## config.mk

```make
export PLATFORM = sky130hd
export DESIGN_NAME = min_priority_queue
export DESIGN_NICKNAME = d
export VERILOG_FILES = /design/src/mpq_pkg.sv /design/src/mpq_cell.sv /design/src/min_priority_queue.sv
export SDC_FILE = /design/constraint.sdc
export NUM_CORES = 1
export LEC_CHECK = 0
export BUFFER_PORTS_ARGS = -buffer_cell sky130_fd_sc_hd__buf_2
export CAP_MARGIN = 25
export CORE_MARGIN = 1.5
export CORE_UTILIZATION = 55
export CTS_CLUSTER_SIZE = 10
export DETAILED_ROUTE_END_ITERATION = 10
export GPL_TIMING_DRIVEN = 0
export PLACE_DENSITY = 0.72
export SYNTH_ARGS = -nofsm -noshare
export SYNTH_HDL_FRONTEND = slang
export SYNTH_SLANG_ARGS = --single-unit
```

## constraint.sdc

```tcl
create_clock -name clk -period 12.17 [get_ports clk]
set_input_delay 1.8255 -clock clk [delete_from_list [all_inputs] [get_ports clk]]
set_output_delay 1.8255 -clock clk [all_outputs]
set_load 0.02 [all_outputs]
```

## src/mpq_pkg.sv

```systemverilog
// Shared types and constants for the min priority queue.
// Used by the cell, the top level and the port checker.
package mpq_pkg;

  localparam int DEPTH   = 16;
  localparam int CNT_W   = $clog2(DEPTH + 1);
  localparam int DATA_W  = 16;
  localparam int PRIO_W  = 8;
  localparam int CAP_W   = 5;
  localparam logic [CAP_W-1:0] CAP_RESET = CAP_W'(10);

  typedef enum logic [0:0] {
    OP_PUSH = 1'b0,
    OP_POP  = 1'b1
  } op_t;

  typedef enum logic [1:0] {
    ST_PUSHED  = 2'd0,
    ST_POPPED  = 2'd1,
    ST_FULL    = 2'd2,
    ST_EMPTY   = 2'd3
  } status_t;

  typedef struct packed {
    logic [PRIO_W-1:0] prio;
    logic [DATA_W-1:0] data;
  } entry_t;

  // Broadcast to every cell in a cycle
  typedef struct packed {
    logic   push;
    logic   pop;
    entry_t item;
  } cell_ctrl_t;

endpackage

```

## src/mpq_cell.sv

```systemverilog
// One slot of the sorted chain: holds an entry, compares it with a pushed item
// and shifts toward or away from the head. Depends on mpq_pkg.
module mpq_cell (
  input  logic                clk,
  input  mpq_pkg::cell_ctrl_t ctrl,
  input  logic                valid,
  input  logic                prev_take,
  input  mpq_pkg::entry_t     prev_entry,
  input  mpq_pkg::entry_t     next_entry,
  output logic                take,
  output mpq_pkg::entry_t     entry
);
  import mpq_pkg::*;

  // The new item goes ahead of every entry with equal or larger priority,
  // so the newest of a tie sits nearest the head.
  assign take = !valid || (ctrl.item.prio <= entry.prio);

  always_ff @(posedge clk) begin
    if (ctrl.push && take) begin
      entry <= prev_take ? prev_entry : ctrl.item;
    end else if (ctrl.pop) begin
      entry <= next_entry;
    end
  end

endmodule

```

## src/min_priority_queue.sv

```systemverilog
// Min priority queue built as a sorted chain of DEPTH cells, head holds the minimum.
// Throughput: one push or pop per cycle unless m_tready stalls; each cell updates
// from its neighbors in one step. Results are registered on the m_ side.
// Reset: count cleared, capacity set to 10, no output pending; no clearing pass.
// Depends on mpq_pkg and mpq_cell.
module min_priority_queue (
  input  logic                        clk,
  input  logic                        rst,
  input  logic                        s_tvalid,
  output logic                        s_tready,
  input  logic [23:0]                 s_tdata,   // item_data[15:0], item_priority[23:16]
  input  logic [0:0]                  s_tuser,   // op[0]
  output logic                        m_tvalid,
  input  logic                        m_tready,
  output logic [15:0]                 m_tdata,   // out_data[15:0]
  output logic [3:0]                  m_tuser,   // status[1:0], is_empty[2], is_full[3]
  input  logic                        cfg_valid,
  output logic                        cfg_ready,
  input  logic [mpq_pkg::CAP_W-1:0]   cfg_data
);
  import mpq_pkg::*;

  logic [CAP_W-1:0] capacity;
  logic [CNT_W-1:0] count;
  logic [CNT_W-1:0] count_next;
  logic [CNT_W-1:0] cap_eff;
  logic             accept;
  logic             is_pop;
  logic             full_now;
  logic             do_push;
  logic             do_pop;
  status_t          status_next;
  logic [DATA_W-1:0] data_next;
  cell_ctrl_t       ctrl;

  entry_t           cell_entry [DEPTH];
  logic             cell_take  [DEPTH];

  assign cfg_ready = 1'b1;
  assign s_tready  = !m_tvalid || m_tready;
  assign accept    = s_tvalid && s_tready;
  assign is_pop    = (op_t'(s_tuser[0]) == OP_POP);

  assign cap_eff  = (CNT_W'(capacity) > CNT_W'(DEPTH)) ? CNT_W'(DEPTH) : CNT_W'(capacity);
  assign full_now = (count >= cap_eff);
  assign do_push  = accept && !is_pop && !full_now;
  assign do_pop   = accept && is_pop && (count != '0);

  always_comb begin
    count_next  = count;
    data_next   = '0;
    status_next = ST_PUSHED;
    if (is_pop) begin
      if (count == '0) begin
        status_next = ST_EMPTY;
      end else begin
        status_next = ST_POPPED;
        data_next   = cell_entry[0].data;
        count_next  = count - CNT_W'(1);
      end
    end else begin
      if (full_now) begin
        status_next = ST_FULL;
      end else begin
        count_next = count + CNT_W'(1);
      end
    end
  end

  // push, pop, then the item as {prio, data}
  assign ctrl = {do_push, do_pop, s_tdata[DATA_W+PRIO_W-1:DATA_W], s_tdata[DATA_W-1:0]};

  for (genvar i = 0; i < DEPTH; i++) begin : g_cell
    logic   prev_take_i;
    entry_t prev_entry_i;
    entry_t next_entry_i;

    if (i == 0) begin : g_head
      assign prev_take_i  = 1'b0;
      assign prev_entry_i = ctrl.item;
    end else begin : g_body
      assign prev_take_i  = cell_take[i-1];
      assign prev_entry_i = cell_entry[i-1];
    end

    if (i == DEPTH - 1) begin : g_tail
      assign next_entry_i = cell_entry[i];
    end else begin : g_mid
      assign next_entry_i = cell_entry[i+1];
    end

    mpq_cell u_cell (
      .clk        (clk),
      .ctrl       (ctrl),
      .valid      (CNT_W'(i) < count),
      .prev_take  (prev_take_i),
      .prev_entry (prev_entry_i),
      .next_entry (next_entry_i),
      .take       (cell_take[i]),
      .entry      (cell_entry[i])
    );
  end

  always_ff @(posedge clk) begin
    if (rst) begin
      capacity <= CAP_RESET;
      count    <= '0;
      m_tvalid <= 1'b0;
    end else begin
      if (cfg_valid && cfg_ready) begin
        capacity <= cfg_data;
      end
      if (accept) begin
        count    <= count_next;
        m_tvalid <= 1'b1;
      end else if (m_tready) begin
        m_tvalid <= 1'b0;
      end
    end
  end

  // Result payload: hold while stalled
  always_ff @(posedge clk) begin
    if (accept) begin
      m_tdata    <= data_next;
      m_tuser[1:0] <= status_next;
      m_tuser[2] <= (count_next == '0);
      m_tuser[3] <= (count_next >= cap_eff);
    end
  end

endmodule

```

Yosys cells after proc, flatten, opt, wreduce, memory -nomap -nowiden --
Index checks and enable logic that the tools add are counted.
Cells by class: $add $sub $neg 2, $lt $le $gt $ge 35, muxes and demuxes 54, bitwise logic cells 1, reductions and logical operators 77
Operator list (count):
- 24-bit two-way mux | 45
- 8-bit <= comparator | 16
- 4-bit by 5-bit < comparator with 1-bit output (first input constant) | 8
- 2-bit nonzero test | 16
- 1-bit logical AND | 21
- 3-bit by 5-bit < comparator with 1-bit output (first input constant) | 4
- 5-bit two-way mux | 4
- 1-bit zero test | 19
- 1-bit logical OR | 17
- 5-bit >= comparator | 2
- 5-bit zero test | 2
- 1-bit by 5-bit < comparator with 1-bit output (first input constant) | 2
- 2-bit by 5-bit < comparator with 1-bit output (first input constant) | 2
- 2-bit two-way mux | 3
- 5-bit by 1-bit adder with 5-bit output (second input constant) | 1
- 5-bit > comparator (second input constant) | 1
- 5-bit nonzero test | 1
- 5-bit by 1-bit subtractor with 5-bit output (second input constant) | 1
- 1-bit two-way mux | 2
- 2-bit OR reduction | 1
- 1-bit NOT | 1
Word-level totals: flip-flop bits (word level) 415, input port bits 35, output and inout bits 23, word-level logic and storage cells 206

Depth between registers and ports, before layout --
depth in word-level cells 7, depth in mapped cells 15, mapped depth without buffers 15

Cells and area by module --
From an unflattened synthesis, not the netlist that was laid out.
Second synthesis, totals: cells, all modules 3623, area, all modules 36098.4 um^2
Modules (own cells, without submodules):
- mpq_cell at g_cell[0].u_cell ... | times used 12, cells an instance 215, area each 2158.3 um^2, sequential area each 720.7 um^2
- mpq_cell at g_cell[13].u_cell ... | times used 4, cells an instance 215, area each 2077.0 um^2, sequential area each 720.7 um^2
- min_priority_queue | times used 1, cells an instance 183, area each 1890.6 um^2, sequential area each 820.8 um^2

Worst setup path after synthesis --
No wires, ideal clock.
path kind input-to-reg, start input s_tdata[16], end register g_cell[11].u_cell.entry[0] in the netlist's numbering (enable), arrival time 4.773 ns, data required time 11.732 ns, setup slack 6.958 ns, cell stages on the path 7, buffers on the path 1, cells stage by stage inv_1 ha_1 nand4_1 o21ba_2 o211a_1 clkbuf_1 o21ai_0
Between the ends: longest elaborated chain between the ends 4
Ends and longest elaborated chain:
- start, declared | line min_priority_queue.sv:11 | input logic [23:0] s_tdata,
- 8-bit <= comparator | line mpq_cell.sv:17 | assign take = !valid || (ctrl.item.prio <= entry.prio);
- 1-bit logical OR | line mpq_cell.sv:17
- 1-bit logical AND | line mpq_cell.sv:20 | if (ctrl.push && take) begin
- 2-bit nonzero test (no source line)
- end signal, assigned | line mpq_cell.sv:21 | entry <= prev_take ? prev_entry : ctrl.item;
- end signal, assigned | line mpq_cell.sv:23 | entry <= next_entry;
- end, declared | line mpq_cell.sv:11 | output mpq_pkg::entry_t entry
Every way passes these cells. A chain may end at the register's enable or synchronous reset.

Worst setup path after layout --
start input s_tdata[16], end register g_cell[10].u_cell.entry[10] in the netlist's numbering (enable)
Between the ends: longest elaborated chain between the ends 4
Ends and longest elaborated chain (line):
- 8-bit <= comparator | mpq_cell.sv:17
- 1-bit logical OR | mpq_cell.sv:17
- 1-bit logical AND | mpq_cell.sv:20
- 2-bit nonzero test (no source line)
- end signal, assigned | mpq_cell.sv:21
- end signal, assigned | mpq_cell.sv:23
- end, declared | mpq_cell.sv:11
Every way passes these cells.

==> impl_results.md <==
- CTS tree: built
- GRT overflow: 0
- CTS root buf: clkbuf_16
- Cells after synthesis: 2238
- Avg Inst Size Synth: 10.8 um^2
- GRT Util Overall: 27.9%
- Vias: 17987
- Reg2reg end: g_cell[10].u_cell.entry[10]
- Post-synthesis adder-cell area fraction: 7.27%
- Ys flop type: edfxtp_1
- Rel. slew slack: 41.8%
- Synth Net Count: 2414
- Core Box Area: 43300 um^2
- CTS clk-pin slew, worst paths: 50 ps
- Most frequent CP cell: buf_2
- Worst reg2reg path depth: 10
- CP Data Arrival Time: 5130 ps
- Fin crit share: 39.7%
- Row cnt: 76
- Pre-antenna DRT Iters: 7
- RD Place Congestion: 0.904
- Seq/Total Area, Yosys: 50.9%
- First-pass GRT wire length: 98.2 mm
- Compound-Gate Fraction of Synth Area: 11.8%
- Die Height: 213 um
- Largest net degree at the start of global routing: 27
- Number of setup violations in the final report: 0
- Layout Utilization: 62.4%
- Post-Place Cells: 2884
- # resized after CTS: 0
- Max Cap Violations: 0
- Die X: 213 um
- Leak: 12.2 nW
- RR Startpoint: count[0]
- Port Buffers: 55
- Crit Path Max Fanout: 18
- Clk_skew: 15.0 ps
- Io pins: 58
- Worst-case clock buffer depth: 3
- Hold Fails Final Rpt: 0
- Worst EP required: 12470 ps
- Simple-gate share of the synthesized area: 9.42%
- Synth-to-layout area growth: 11.3%
- Crit path kind: primary input to flip-flop
- Iteration-0 DRC count of the detailed router: 1349
- CP max stage delay: 650 ps
- Layout cells sized above 1: 11.4%
- Slowest cell on crit path: inv_1
- # DRC: 0
- Post-synth EDFFs: 404
- Non-filler cells, final: 2965
- Power per cell area: 151 nW/um^2
- Worst min path class: flip-flop to flip-flop
- Detailed placement HPWL: 47.7 mm
- Vias in the first global route: 18555
- Post-DRT Antenna Nets: 0
- Initial core utilization: 56.1%
- Vias per cell: 6.07
- XOR/XNOR Fraction of Synth Area: 0.0722%
- Yosys reg bits: 415
- Setup TNS: 0 ps
- Critical path cell sequence: buf_2, inv_1, ha_1, nand4b_1, a31oi_1, a2111oi_0, o31a_1, buf_2, nand2b_1, buf_8
- Initial antenna violation count: 1
- Total power: 0.00407 W
- Startpoint class of the critical path: primary input
- Flop-to-flop setup slack: 8410 ps
- Hold_sp: capacity[0]
- Fmax: 207 MHz
- Sink Count: 415
- Insertion delay to the later sink of the worst-skew pair: 600 ps
- Total wire length: 62.5 mm
- Outcome: complete, no violations
- CTS buffer count: 49
- Main combinational cell family by area after synthesis: multiplexers
- Die area: 45400 um^2
- CP Capture Type: flip-flop
- Final Max Slew Viols: 0
- Design Area, Final: 27000 um^2
- Worst slew pin tran: 872 ps
- Hold-critical path endpoint: capacity[0]
- RSZ-0062 raised after global routing: false
- H-Tree Level Count: 2
- Post-CTS Setup Bufs: 0
- Number of hold buffers added after cts: 0
- Nets: 2537
- Post-Syn Area: 24300 um^2
- Post-synthesis async set-or-reset flop share: 0%
- Unique masters post-synth: 65
- Max VDD drop: 138 uV
- Crit path time final: 4840 ps
- Hold Path Depth: 2
- Post-DP Area: 25400 um^2
- Post-synthesis mux area share: 15.5%
- Routed len/inst: 21.1 um
- Ys Warns: 0
==> metrics by stage <==
stage / hold WS (ps) / worst slack [ps]
detailed placement: 479 / 6660
finish: 485 / 7330
global placement: 471 / 5580
global route: 527 / 7190
CTS: 493 / 7250
floorplan: 452 / 6960
==> layout make-up <==
cell class,instances,area (um^2)
Fill cell,3504,16300
Sequential cell,415,12400
Multi-Input combinational cell,1553,10700
Clock buffer,62,1300
Buffer,144,742
Tap cell,585,732
Timing Repair Buffer,72,656
Inverter,126,473
Clock inverter,7,58.8
Antenna cell,1,2.50
==> cell usage after synthesis (all sizes together), types with 34 or more instances <==
library cell | instances | area [um^2]
o21ai | 123 | 616
nor2 | 281 | 1060
edfxtp | 404 | 12100
nand2 | 140 | 541
a21oi | 302 | 1530
clkbuf | 58 | 218
nand4 | 34 | 213
buf | 86 | 524
inv | 126 | 473
mux2i | 330 | 3300
ha | 141 | 1760
mux2 | 41 | 462
==> worst max-delay path, delay by kind of cell <==
| kind | cells | cell delay [ps] |
|---|---|---|
| AO/OA/AOI/OAI | 3 | 1010 |
| AND/OR/NAND/NOR | 2 | 630 |
| adder cells (fa/ha/maj) | 1 | 290 |
| buffers and inverters | 4 | 1360 |
==> layer usage <==
layer	GRT usage [%]	vias to the layer above	wire [um]
li1	-	8388	-
met1	37.7	8830	27000
met2	46.6	636	29900
met3	3.41	133	3850
met4	9.51	0	1760
met5	0	-	0
==> power by group <==
group / switching (W) / leakage [nW] / internal [W] / total [W]
Combinational: 0.000511 / 7.61 / 0.000320 / 0.000831
Clock: 0.000577 / 0.662 / 0.000740 / 0.00132
Sequential: 0.000105 / 3.88 / 0.00182 / 0.00192
==> worst max path at each step <==
stage / startpoint / to / slack (ps) / cells after the start
after floorplan: s_tdata[16] / g_cell[11].u_cell.entry[0] / 6960 / 7
after global placement: s_tdata[16] / g_cell[11].u_cell.entry[10] / 5580 / 8
after detailed placement: s_tdata[16] / g_cell[0].u_cell.entry[12] / 6660 / 10
after CTS: s_tdata[16] / g_cell[0].u_cell.entry[19] / 7250 / 10
after global routing: s_tdata[16] / g_cell[10].u_cell.entry[13] / 7190 / 10
final: s_tdata[16] / g_cell[10].u_cell.entry[10] / 7330 / 10
==> cells by family (layout without fill, tap and decap cells) <==
group,count (synthesis),count (layout)
AND/OR/NAND/NOR,532,532
AO/OA/AOI/OAI,506,506
flip-flops,415,415
multiplexers,371,371
buffers and inverters,270,411
adder cells (fa/ha/maj),141,141
XOR/XNOR,2,2
other,1,2
==> flip-flops by register name, summed over array words and instances, names as in the netlist <==
name	count
capacity	5
m_tvalid	1
g_cell.u_cell.entry	384
m_tdata	16
count	5
m_tuser	4
==> cell usage in the layout (no fill, tap or decap), drive strengths merged, types with 2 or more instances in the layout <==
cell	n
a211o	11
a211oi	6
a21boi	2
a21o	5
a21oi	302
a221oi	9
a31oi	3
and2	17
and3	3
buf	158
clkbuf	120
clkinv	6
dfxtp	11
edfxtp	404
ha	141
inv	127
mux2	41
mux2i	330
nand2	140
nand2b	16
nand3	13
nand4	34
nand4b	2
nor2	281
nor2b	16
nor3	5
o211a	2
o211ai	17
o21a	9
o21ai	123
o21ba	2
o22ai	2
o31a	2
o31ai	2
xnor2	2
No activity file was read; power rests on OpenSTA's default activity.
